**config.mk**
```make
export PLATFORM = sky130hd
export DESIGN_NAME = ucs_ln
export DESIGN_NICKNAME = d
export VERILOG_FILES = /design/src/rtl/ucs_pkg.sv /design/src/rtl/ucs_ln.sv
export SDC_FILE = /design/constraint.sdc
export NUM_CORES = 2
export LEC_CHECK = 0
export ABC_AREA = 1
export ABC_CLOCK_PERIOD_IN_PS = 11900
export BUFFER_PORTS_ARGS = -buffer_cell sky130_fd_sc_hd__buf_4
export CAP_MARGIN = 30
export CORE_ASPECT_RATIO = 1.75
export CORE_MARGIN = 3
export CORE_UTILIZATION = 62
export DETAILED_ROUTE_END_ITERATION = 8
export PLACE_DENSITY = 0.78
export SKIP_CTS_REPAIR_TIMING = 1
export SLEW_MARGIN = 15
export SYNTH_ARGS = -nofsm -noshare
export SYNTH_HDL_FRONTEND = slang
export SYNTH_SLANG_ARGS = --single-unit
```
**constraint.sdc**
```tcl
create_clock -name aclk -period 11.9 [get_ports aclk]
set_clock_uncertainty 0.2 [all_clocks]
set_input_delay 3.57 -clock aclk [delete_from_list [all_inputs] [get_ports aclk]]
set_output_delay 3.57 -clock aclk [all_outputs]
set_load 0.02 [all_outputs]
```
**src/rtl/ucs_pkg.sv**
```systemverilog
// Package: payload types and fixed constants for the child selector.
`default_nettype none
package ucs_pkg;
    localparam int VALUE_W = 16;
    localparam int VISIT_W = 20;
    localparam int PRIOR_W = 16;
    localparam int INDEX_W = 7;
    localparam int TOTAL_W = 27;
    localparam int WEIGHT_W = 16;
    localparam int LNQ_W = 22;
    localparam int RATIO_W = 38;
    localparam int ROOT_W = 27;
    localparam logic [TOTAL_W-1:0] TOTAL_MAX = {TOTAL_W{1'b1}};
    localparam logic [15:0] LN2_Q16 = 16'd45426;
    localparam logic [WEIGHT_W-1:0] WEIGHT_RESET = 16'd1638;

    typedef struct packed {
        logic signed [VALUE_W-1:0] value_estimate;
        logic [VISIT_W-1:0] visit_count;
        logic [PRIOR_W-1:0] prior_prob;
        logic last_entry;
    } ucs_in_t;

    typedef struct packed {
        logic [INDEX_W-1:0] best_ucb_index;
        logic best_ucb_valid;
        logic [INDEX_W-1:0] best_new_index;
        logic best_new_valid;
    } ucs_out_t;
endpackage
`default_nettype wire

```
**src/rtl/ucs_ln.sv**
```systemverilog
// Iterative fixed-point natural log of (visit total + 2), one squaring per cycle.
`default_nettype none
module ucs_ln (
    input  wire logic aclk,
    input  wire logic aresetn,
    input  wire logic start,
    input  wire logic [ucs_pkg::TOTAL_W-1:0] total,
    output logic done,
    output logic [ucs_pkg::LNQ_W-1:0] lnq
);
    import ucs_pkg::*;
    localparam logic [2:0] S_IDLE = 3'd0, S_NORM = 3'd1, S_SQ = 3'd2, S_MUL = 3'd3,
                           S_DONE = 3'd4;
    logic [2:0] st_reg, st_next;
    logic [TOTAL_W:0] x_reg;
    logic [TOTAL_W:0] xo_reg;
    logic [4:0] e_reg;
    logic [31:0] m_reg;
    logic [15:0] frac_reg;
    logic [4:0] cnt_reg;
    logic [63:0] sq;
    logic [20:0] l2;
    logic [37:0] prod;
    logic [LNQ_W-1:0] lnq_reg;

    assign sq = {32'd0, m_reg} * {32'd0, m_reg};
    assign l2 = {e_reg, frac_reg};
    assign prod = {17'd0, l2} * {22'd0, LN2_Q16} + 38'd32768;
    assign done = (st_reg == S_DONE);
    assign lnq = lnq_reg;

    always_comb begin
        st_next = st_reg;
        case (st_reg)
            S_IDLE: if (start) st_next = S_NORM;
            S_NORM: if (x_reg[TOTAL_W:1] == '0) st_next = S_SQ;
            S_SQ:   if (cnt_reg == 5'd15) st_next = S_MUL;
            S_MUL:  st_next = S_DONE;
            S_DONE: st_next = S_IDLE;
            default: st_next = S_IDLE;
        endcase
    end

    always_ff @(posedge aclk) begin
        if (!aresetn) begin
            st_reg <= S_IDLE;
        end else begin
            st_reg <= st_next;
        end
        case (st_reg)
            S_IDLE: begin
                x_reg <= {1'b0, total} + 28'd2;
                xo_reg <= {1'b0, total} + 28'd2;
                e_reg <= '0;
                m_reg <= 32'd0;
                cnt_reg <= '0;
                frac_reg <= '0;
            end
            S_NORM: begin
                if (x_reg[TOTAL_W:1] != '0) begin
                    x_reg <= x_reg >> 1;
                    e_reg <= e_reg + 5'd1;
                end else begin
                    m_reg <= {4'd0, xo_reg} << (5'd30 - e_reg);
                end
            end
            S_SQ: begin
                cnt_reg <= cnt_reg + 5'd1;
                if (sq[61]) begin
                    m_reg <= sq[62:31];
                    frac_reg <= {frac_reg[14:0], 1'b1};
                end else begin
                    m_reg <= sq[61:30];
                    frac_reg <= {frac_reg[14:0], 1'b0};
                end
            end
            S_MUL: lnq_reg <= prod[16 +: LNQ_W];
            default: ;
        endcase
    end
endmodule
`default_nettype wire

```
==> impl_metrics.py <==
metrics = {
    "outcome": {
        "status": "finished, final reports clean",
    },
    "floorplanning": {
        "initial_core_util": 0.6260,
        "num_rows": 129,
        "die-width_um": 208.2,
        "dieArea_sq_mm": 0.07491,
        "dieHeight_um": 359.8,
        "core_area_sq_mm": 0.07086,
        "io_pins": 53,
    },
    "synth": {
        "synthArstFlopShare": 0,
        "yosysWarningCount": 0,
        "ys_ff_latch": 138,
        "syn-num-nets": 6812,
        "synth_edf_count": 135,
        "synth_seq_area_share": 0.09275,
        "yosys-top-cells-area": "fa_1 40%, inv_1 14%, ha_1 12%",
        "synth_cell_type_count": 50,
        "syn_avg_cell_area_sq_um": 8.137,
        "synth_top_area_frac": 0.4040,
        "synth_top_cell_by_area": "fa_1",
        "ys.flop_type": "edfxtp_1",
        "netlist_area_sq_mm": 0.04435,
        "syn_inst": 5451,
    },
    "detailed_routing": {
        "drt_wl_total_um": 117800,
        "routed-via-count": 34446,
        "vias_per_cell": 5.418,
        "wl_per_cell_um": 18.53,
        "drt_iter0_markers": 1847,
        "drc": 0,
        "dr.pass1.iters": 8,
        "postRouteAntennaNets": 0,
    },
    "global_route": {
        "grt_max_degree": 55,
        "grt_overflow": 0,
        "antenna_found_initial": 0,
        "first_global_vias": 38398,
        "grt_first_pass_wirelength_um": 191200,
        "track_usage": 0.3247,
    },
    "timing": {
        "worst_pin_slew_ns": 1.037,
        "hold_viol": 0,
        "period_minus_slack_ns": 8.934,
        "final_max_slew_viol_count": 0,
        "rsz0062_at_grt": "false",
        "finalSetupTns_ns": 0,
        "finalCritPeriodShare": 0.7507,
        "timing.final.ws_setup_ns": 2.966,
        "timing.fmax_mhz": 111.9,
        "timing.slew.headroom": 0.3087,
        "setup_viol": 0,
    },
    "clock_tree": {
        "clock-sinks": 138,
        "cts_max_level": 4,
        "cts.clk_slew.worst_paths_ns": 0.06,
        "cts_tree": "built",
        "cts_buffer_depth": 3,
        "clk_latency_ns": 0.50,
        "cts-buffers-inserted": 25,
        "root_buffer": "clkbuf_16",
    },
    "critical_path": {
        "crit_fanout": 21,
        "cp_data_arrival_time_ns": 8.92,
        "max_stage_delay_ns": 0.89,
        "cpMostUsedCell": "fa_1",
        "crit_type": "flip-flop to flip-flop",
        "crit_family": "adder cells",
        "cp-start-kind": "flip-flop",
        "cp.required_ns": 11.89,
        "crit_start": "m_reg[24]",
        "cp-end-kind": "flip-flop",
        "cp_slowest_cell": "edfxtp_1",
        "rr_startpoint": "m_reg[24]",
        "path_buf_inv": 5,
    },
    "placement": {
        "place.gp.congestion": 1.040,
        "hpwl_um": 99400,
        "port_buffers": 52,
        "placed_cell_area_sq_mm": 0.04574,
        "pre_cts_slack_ns": 3.192,
    },
    "cells_and_area": {
        "drive_above_1_share": 0.03363,
        "mostFrequentLayoutCells": "1,652 x inv_1, 1,167 x nand2_1, 895 x fa_1",
        "num-fill-cells": 5933,
        "largest_register_ffs": 32,
        "syn2layout_area_growth_pct": 4.714,
        "antenna_cells": 0,
        "final_common_cell": "inv_1",
        "final_nets": 6797,
        "final_core_util": 0.6555,
        "finalInstanceArea_sq_mm": 0.04644,
    },
    "job": {
        "cap_violations": 0,
    },
    "worst_hold_path": {
        "hp-class": "flip-flop to flip-flop",
        "worstHoldStart": "st_reg[2]",
    },
}
[per-layer routing]
metal | global-route usage | part of all wire | wire length (um) | vias to the layer above
li1 | - | - | - | 15845
met1 | 0.3232 | 0.32 | 37220 | 16832
met2 | 0.6229 | 0.55 | 65050 | 1212
met3 | 0.03400 | 0.046 | 5433 | 557
met4 | 0.2260 | 0.086 | 10130 | 0
met5 | 0 | 0 | 0 | -
[through the flow]
stage	cells	hold WS (ns)
final	6358	0.2989
after global routing	6358	0.3391
after CTS	6357	0.3027
after detailed placement	6325	0.2958
after global placement	6321	0.2931
after floorplan	5451	0.2445
[cell type report]
type                       instances  area [sq um]  area share
inverter                        1655          6212      0.1338
multi-input combinational       3516         33490      0.7211
sequential                       138          4114     0.08858
clock inverter                     4         42.54   0.0009159
clock buffer                      28         636.9     0.01371
tap                              917          1147     0.02470
timing repair buffer             100         798.3     0.01719
[final timing paths]
path	to	slack, ns	cells after the start
hold / removal	st_reg[2]	0.30	1
setup reg to reg	m_reg[5]	2.97	26
hold reg to reg	st_reg[2]	0.30	1
setup / recovery	m_reg[5]	2.97	26
[kinds of logic (layout without fill, tap and decap cells)]
kind of cell,count (synthesis),count (layout),synth area share
DFF,138,138,0.09275
adders and majority gates,1331,1331,0.5270
xor gates and xnor gates,112,112,0.02296
and+or+nand+nor,1686,1686,0.1549
AOI/OAI and AO/OA,375,375,0.04725
buffers and inverters,1797,1787,0.1525
muxes,12,12,0.002708
[worst register-to-register path, cell delays in order (launching register included)]
cell and delay, ns:
edfxtp_1 0.89, buf_4 0.43, nand2_1 0.19, inv_1 0.12, fa_1 0.44, fa_1 0.50, fa_1 0.52, inv_1 0.05
fa_1 0.49, inv_1 0.06, fa_1 0.48, fa_1 0.63, fa_1 0.45, fa_1 0.48, ha_1 0.40, nand2_1 0.14
o21ai_0 0.47, a21oi_1 0.18, o21ai_0 0.35, a21oi_1 0.17, nand2_1 0.11, nand2_1 0.06, nand2_1 0.30, nor2_1 0.07
buf_4 0.24, nand2_1 0.10, nand3_1 0.13
[cell usage after synthesis (5+ instances only)]
master	n
a21boi_0	8
a21o_1	11
a21oi_1	122
a31o_2	6
a31oi_1	9
and2_1	6
buf_1	13
buf_2	8
clkbuf_1	119
edfxtp_1	135
fa_1	895
ha_1	436
inv_1	1652
mux2i_1	12
nand2_1	1167
nand2_2	9
nand3_1	119
nand3_2	5
nand3b_1	21
nand4_1	22
nor2_1	267
nor2_2	5
nor2_4	6
nor3_1	31
nor4_1	13
o211ai_1	6
o21a_1	6
o21ai_0	161
o21bai_1	30
o22ai_1	9
or2_2	7
xnor2_1	38
xor2_1	69
Power is not shown: default switching activity piles up to over one toggle a cycle in this logic, so the estimate is an artifact.
