**src/rtl/ucs_pkg.sv**
```systemverilog
// Package: payload types and fixed constants for the child selector.
`default_nettype none
package ucs_pkg;
    localparam int VALUE_W = 16;
    localparam int VISIT_W = 20;
    localparam int PRIOR_W = 16;
    localparam int INDEX_W = 7;
    localparam int TOTAL_W = 27;
    localparam int WEIGHT_W = 16;
    localparam int LNQ_W = 22;
    localparam int RATIO_W = 38;
    localparam int ROOT_W = 27;
    localparam logic [TOTAL_W-1:0] TOTAL_MAX = {TOTAL_W{1'b1}};
    localparam logic [15:0] LN2_Q16 = 16'd45426;
    localparam logic [WEIGHT_W-1:0] WEIGHT_RESET = 16'd1638;

    typedef struct packed {
        logic signed [VALUE_W-1:0] value_estimate;
        logic [VISIT_W-1:0] visit_count;
        logic [PRIOR_W-1:0] prior_prob;
        logic last_entry;
    } ucs_in_t;

    typedef struct packed {
        logic [INDEX_W-1:0] best_ucb_index;
        logic best_ucb_valid;
        logic [INDEX_W-1:0] best_new_index;
        logic best_new_valid;
    } ucs_out_t;
endpackage
`default_nettype wire

```
**src/rtl/ucs_score.sv**
```systemverilog
// Per-child score: restoring divide, bit-pair square root, weight multiply, value add.
`default_nettype none
module ucs_score (
    input  wire logic aclk,
    input  wire logic aresetn,
    input  wire logic start,
    input  wire logic [ucs_pkg::LNQ_W-1:0] lnq,
    input  wire logic [ucs_pkg::VISIT_W-1:0] visits,
    input  wire logic signed [ucs_pkg::VALUE_W-1:0] value,
    input  wire logic [ucs_pkg::WEIGHT_W-1:0] weight,
    output logic done,
    output logic signed [31:0] score
);
    import ucs_pkg::*;
    localparam logic [2:0] S_IDLE = 3'd0, S_DIV = 3'd1, S_SQRT = 3'd2, S_MUL = 3'd3,
                           S_ADD = 3'd4, S_DONE = 3'd5;
    localparam int RAD_W = RATIO_W + 16;
    logic [2:0] st_reg, st_next;
    logic [5:0] cnt_reg;
    logic [RATIO_W-1:0] q_reg;
    logic [VISIT_W:0] rem_reg, den_reg;
    logic [VISIT_W+1:0] rem_sh;
    logic [RAD_W-1:0] rad_reg;
    logic [ROOT_W+1:0] root_reg;
    logic [ROOT_W+2:0] srem_reg, srem_sh, trial;
    logic [WEIGHT_W+ROOT_W-1:0] t_reg;
    logic signed [31:0] score_reg;

    assign rem_sh = {rem_reg, q_reg[RATIO_W-1]};
    assign srem_sh = {srem_reg[ROOT_W:0], rad_reg[RAD_W-1 -: 2]};
    assign trial = {root_reg[ROOT_W:0], 2'b01};
    assign done = (st_reg == S_DONE);
    assign score = score_reg;

    always_comb begin
        st_next = st_reg;
        case (st_reg)
            S_IDLE: if (start) st_next = S_DIV;
            S_DIV:  if (cnt_reg == 6'(RATIO_W - 1)) st_next = S_SQRT;
            S_SQRT: if (cnt_reg == 6'(RAD_W / 2 - 1)) st_next = S_MUL;
            S_MUL:  st_next = S_ADD;
            S_ADD:  st_next = S_DONE;
            S_DONE: st_next = S_IDLE;
            default: st_next = S_IDLE;
        endcase
    end

    always_ff @(posedge aclk) begin
        if (!aresetn) begin
            st_reg <= S_IDLE;
        end else begin
            st_reg <= st_next;
        end
        case (st_reg)
            S_IDLE: begin
                q_reg <= {lnq, 16'd0};
                rem_reg <= '0;
                den_reg <= {1'b0, visits} + 21'd1;
                cnt_reg <= '0;
            end
            S_DIV: begin
                if (rem_sh >= {1'b0, den_reg}) begin
                    rem_reg <= (VISIT_W+1)'(rem_sh - {1'b0, den_reg});
                    q_reg <= {q_reg[RATIO_W-2:0], 1'b1};
                end else begin
                    rem_reg <= rem_sh[VISIT_W:0];
                    q_reg <= {q_reg[RATIO_W-2:0], 1'b0};
                end
                if (cnt_reg == 6'(RATIO_W - 1)) begin
                    cnt_reg <= '0;
                    root_reg <= '0;
                    srem_reg <= '0;
                end else begin
                    cnt_reg <= cnt_reg + 6'd1;
                end
            end
            S_SQRT: begin
                cnt_reg <= cnt_reg + 6'd1;
                rad_reg <= {rad_reg[RAD_W-3:0], 2'b00};
                if (srem_sh >= trial) begin
                    srem_reg <= srem_sh - trial;
                    root_reg <= {root_reg[ROOT_W:0], 1'b1};
                end else begin
                    srem_reg <= srem_sh;
                    root_reg <= {root_reg[ROOT_W:0], 1'b0};
                end
            end
            S_MUL: t_reg <= {{ROOT_W{1'b0}}, weight} * {{WEIGHT_W{1'b0}}, root_reg[ROOT_W-1:0]};
            S_ADD: score_reg <= 32'(value) + 32'(t_reg[WEIGHT_W+ROOT_W-1:16]);
            default: ;
        endcase
        if (st_reg == S_DIV && cnt_reg == 6'(RATIO_W - 1)) begin
            rad_reg <= {q_reg[RATIO_W-2:0], (rem_sh >= {1'b0, den_reg}), 16'd0};
        end
    end
endmodule
`default_nettype wire

```
**config.mk**
```make
export PLATFORM = sky130hd
export DESIGN_NAME = ucs_score
export DESIGN_NICKNAME = d
export VERILOG_FILES = /design/src/rtl/ucs_pkg.sv /design/src/rtl/ucs_score.sv
export SDC_FILE = /design/constraint.sdc
export NUM_CORES = 1
export LEC_CHECK = 0
export BUFFER_PORTS_ARGS = -buffer_cell sky130_fd_sc_hd__buf_2
export CAP_MARGIN = 20
export CORE_ASPECT_RATIO = 2
export CORE_MARGIN = 4
export CORE_UTILIZATION = 60
export CTS_CLUSTER_DIAMETER = 30
export CTS_CLUSTER_SIZE = 25
export DETAILED_ROUTE_END_ITERATION = 10
export PLACE_DENSITY = 0.9
export SYNTH_ARGS = -nofsm -noshare
export SYNTH_HDL_FRONTEND = slang
export SYNTH_SLANG_ARGS = --single-unit
```
**constraint.sdc**
```tcl
create_clock -name aclk -period 8.15 [get_ports aclk]
set_clock_uncertainty 0.2 [all_clocks]
set_input_delay 0.815 -clock aclk [delete_from_list [all_inputs] [get_ports aclk]]
set_output_delay 0.815 -clock aclk [all_outputs]
set_load 0.01 [all_outputs]
```
==> flow_metrics.py <==
metrics = {
    "final_layout": {
        "n_antenna_cell": 0,
        "nets": 3428,
        "fillers": 3211,
        "syn_to_final_growth_pct": 8.22,
        "drive_above_1_share": 0.0896,
    },
    "status": {
        "status": "finished clean",
    },
    "cts": {
        "postCtsHoldBufs": 0,
        "cts_tree": "done",
        "cts_sinks": 239,
        "clockBufferDepth": 3,
        "clkSlewWorstSetupHoldPaths_ns": 0.06,
        "cts_max_level": 2,
        "cts_setup_buffers": 0,
        "clockRootBuffer": "clkbuf_16",
        "post_cts_resized": 0,
        "cts_buffers": 36,
        "clk-insertion-delay-late_ns": 0.53,
    },
    "global_route": {
        "grt_pass1_vias": 22266,
        "grt_overflow": 0,
        "antenna_found_initial": 4,
        "track_usage": 0.282,
        "grt_start_max_net_pins": 77,
        "grt_pass1_wl_mm": 108,
    },
    "place": {
        "hpwlAfterDp_mm": 50.7,
        "gp_congestion": 0.948,
        "io_buffers": 109,
    },
    "floorplanning": {
        "num_rows": 108,
        "die-area_um2": 48000,
        "die_h_um": 306,
        "core_area_um2": 43600,
        "die_x_um": 157,
        "start_util": 0.610,
        "boundaryPins": 110,
    },
    "logic_synthesis": {
        "synthAdderAreaFrac": 0.354,
        "syn_inst": 2746,
        "synth_top_family_by_area": "adder cells",
        "yosys.area_share.xor_xnor": 0.0336,
        "synthesis.nets": 3367,
        "synth_compound_area_frac": 0.0744,
        "seq_area_frac_synth": 0.269,
        "ys_types": 74,
        "synth_edf_count": 236,
        "ys_ff_latch": 239,
        "syn_area_per_cell_um2": 9.69,
        "ys.flop_type": "edfxtp_1",
        "synthTopCellsByArea": "edfxtp_1, fa_1, ha_1, inv_1, nand2_1",
        "synthArstFlopShare": 0,
        "mappedNetlistArea_um2": 26600,
        "yosysTopAreaCellShare": 0.266,
        "yosys.area.top_type": "edfxtp_1",
        "yosysWarnings": 0,
        "synth_mux_area_frac": 0.0235,
        "synth-simple-area-share": 0.159,
    },
    "drt": {
        "wl_per_cell_um": 19.6,
        "routed_wl_mm": 66.4,
        "drt_iter0_markers": 1247,
        "ant_nets": 0,
        "vias": 20053,
        "via_per_inst": 5.92,
        "drc": 0,
        "dr.pass1.iters": 5,
    },
    "worst_setup_path": {
        "critPathKind": "register to register",
        "crit_chain": "nand2_1 > fa_1 > inv_1 > fa_1 > inv_1 > fa_1 > inv_1 > fa_1 > fa_1 > inv_1 > fa_1 > inv_1 > ha_1 > nand4_1 > nor3_1 > a211oi_2 > o211ai_2 > o41ai_4 > buf_4 > a211oi_1 > nor3_1 > o21ai_0 > xnor2_1",
        "crit_buf_inv": 6,
        "regToRegSetupSlack_ns": 0.84,
        "start_kind": "register",
        "critPathSlowestCell": "edfxtp_1",
        "path_common_cell": "fa_1",
        "worst-path-stages": 23,
        "critPathTopFamily": "adder cells",
        "cp_max_fo": 17,
        "end_kind": "register",
        "critPathArrivalTime_ns": 7.38,
        "cp.required_ns": 8.22,
        "ff2ff_path_depth": 23,
        "r2r-start": "root_reg[7]",
        "reg2reg_to": "t_reg[42]",
        "max_stage_delay_ns": 0.86,
    },
    "timing": {
        "fin_crit_sh": 0.897,
        "setup_viol": 0,
        "fin_crit_ns": 7.31,
        "hold_violations": 0,
        "fin_tns_setup_ns": 0,
        "rsz0062_at_grt": "false",
        "tightest_slew_ns": 1.10,
        "max-slew-margin-rel": 0.264,
        "fmax_mhz": 137,
        "slew_violations": 0,
    },
    "hold_path": {
        "min_from": "aresetn",
        "holdPathStages": 2,
        "min_to": "st_reg[2]",
        "hp-class": "input port to register",
    },
    "job": {
        "maxCapViolCount": 0,
    },
}
## worst register-to-register path, delay by kind of cell, from the launching register on
kind / cells / cell delay (ns)
adder cells (fa/ha/maj): 7 / 3.39
AO/OA/AOI/OAI: 5 / 1.25
flip-flops: 1 / 0.86
AND/OR/NAND/NOR: 4 / 0.79
buffers and inverters: 6 / 0.46
XOR/XNOR: 1 / 0.16
## synth_stat cells (3+ instances only)
master and instances:
a211oi_1 11, nand2_1 405, fa_1 349, o2111ai_1 4
buf_2 6, a221oi_1 4, nor3_1 30, o31ai_1 5
mux2i_1 22, ha_1 195, mux2_2 36, o211ai_1 10
or2_2 4, a21o_1 36, nand4_1 17, or3_1 6
buf_4 6, dfxtp_1 3, nor4_1 6, o21ai_0 42
nor2_1 131, clkbuf_1 98, a41oi_1 5, inv_1 491
edfxtp_1 236, nand3_1 43, a31oi_1 9, a31o_2 3
xor2_1 32, a21boi_0 7, o21ai_1 6, nand2b_1 19
nor2b_1 14, a311oi_1 3, o21a_1 9, o21bai_1 16
a21oi_1 100, xnor2_1 70, and3_1 27, and2_1 186
and4_1 4
## cell usage in the layout, fill, tap and decap left out, types with 14 or more instances in the layout
cell type and instances:
a21o_1 36, a21oi_1 100, and2_1 186, and3_1 27, buf_2 109, buf_4 26
clkbuf_16 38, edfxtp_1 236, fa_1 349, ha_1 195, inv_1 491, mux2_2 36
mux2i_1 22, nand2_1 404, nand2b_1 19, nand3_1 43, nand4_1 17, nor2_1 129
nor2b_1 14, nor3_1 29, o21ai_0 42, o21bai_1 16, xnor2_1 70, xor2_1 32
## worst max-delay path by stage
stage	from	end	slack, ns
global placement	weight[12]	t_reg[42]	0.63
CTS	root_reg[7]	t_reg[42]	0.88
global route	root_reg[7]	t_reg[35]	0.55
finish	root_reg[7]	t_reg[42]	0.84
floorplan	weight[9]	t_reg[41]	1.0
detailed placement	weight[2]	t_reg[42]	0.47
## cell families after synthesis
kind of cell,after synthesis
flops,239
mux,58
buf+inv,603
simple gates,901
fa+ha+maj,544
compound gates,299
xor+xnor,102
## metrics by stage
stage	setup WS (ns)	utilization	cell area (um^2)	hold slack, ns	cells
after floorplan	0.996	-	26600	0.305	2746
after global placement	0.633	0.632	27600	0.322	3319
after detailed placement	0.475	0.632	27600	0.335	3319
after CTS	0.878	0.660	28800	0.304	3385
after global routing	0.552	0.660	28800	0.331	3385
final	0.836	0.660	28800	0.319	3385
## final cells by class
| cell class | count | area (um^2) | area share |
|---|---|---|---|
| Inverter | 491 | 1840 | 0.0640 |
| Timing Repair Buffer | 135 | 741 | 0.0257 |
| Multi-Input combinational cell | 1904 | 17200 | 0.597 |
| Clock inverter | 26 | 234 | 0.00813 |
| Tap cell | 550 | 688 | 0.0239 |
| Clock buffer | 40 | 958 | 0.0333 |
| Sequential cell | 239 | 7150 | 0.248 |
## routing by layer
metal / global-route usage / vias up / routed length, um / part of all wire
li1: - / 8919 / - / -
met1: 0.286 / 9790 / 20600 / 0.31
met2: 0.516 / 921 / 35800 / 0.54
met3: 0.0435 / 419 / 4150 / 0.063
met4: 0.200 / 4 / 5830 / 0.088
met5: 0 / - / 29 / 0.00044
Power is left out: the tool's default activity adds up to more than one toggle a clock period on the data nets, which glitch-free logic cannot reach.
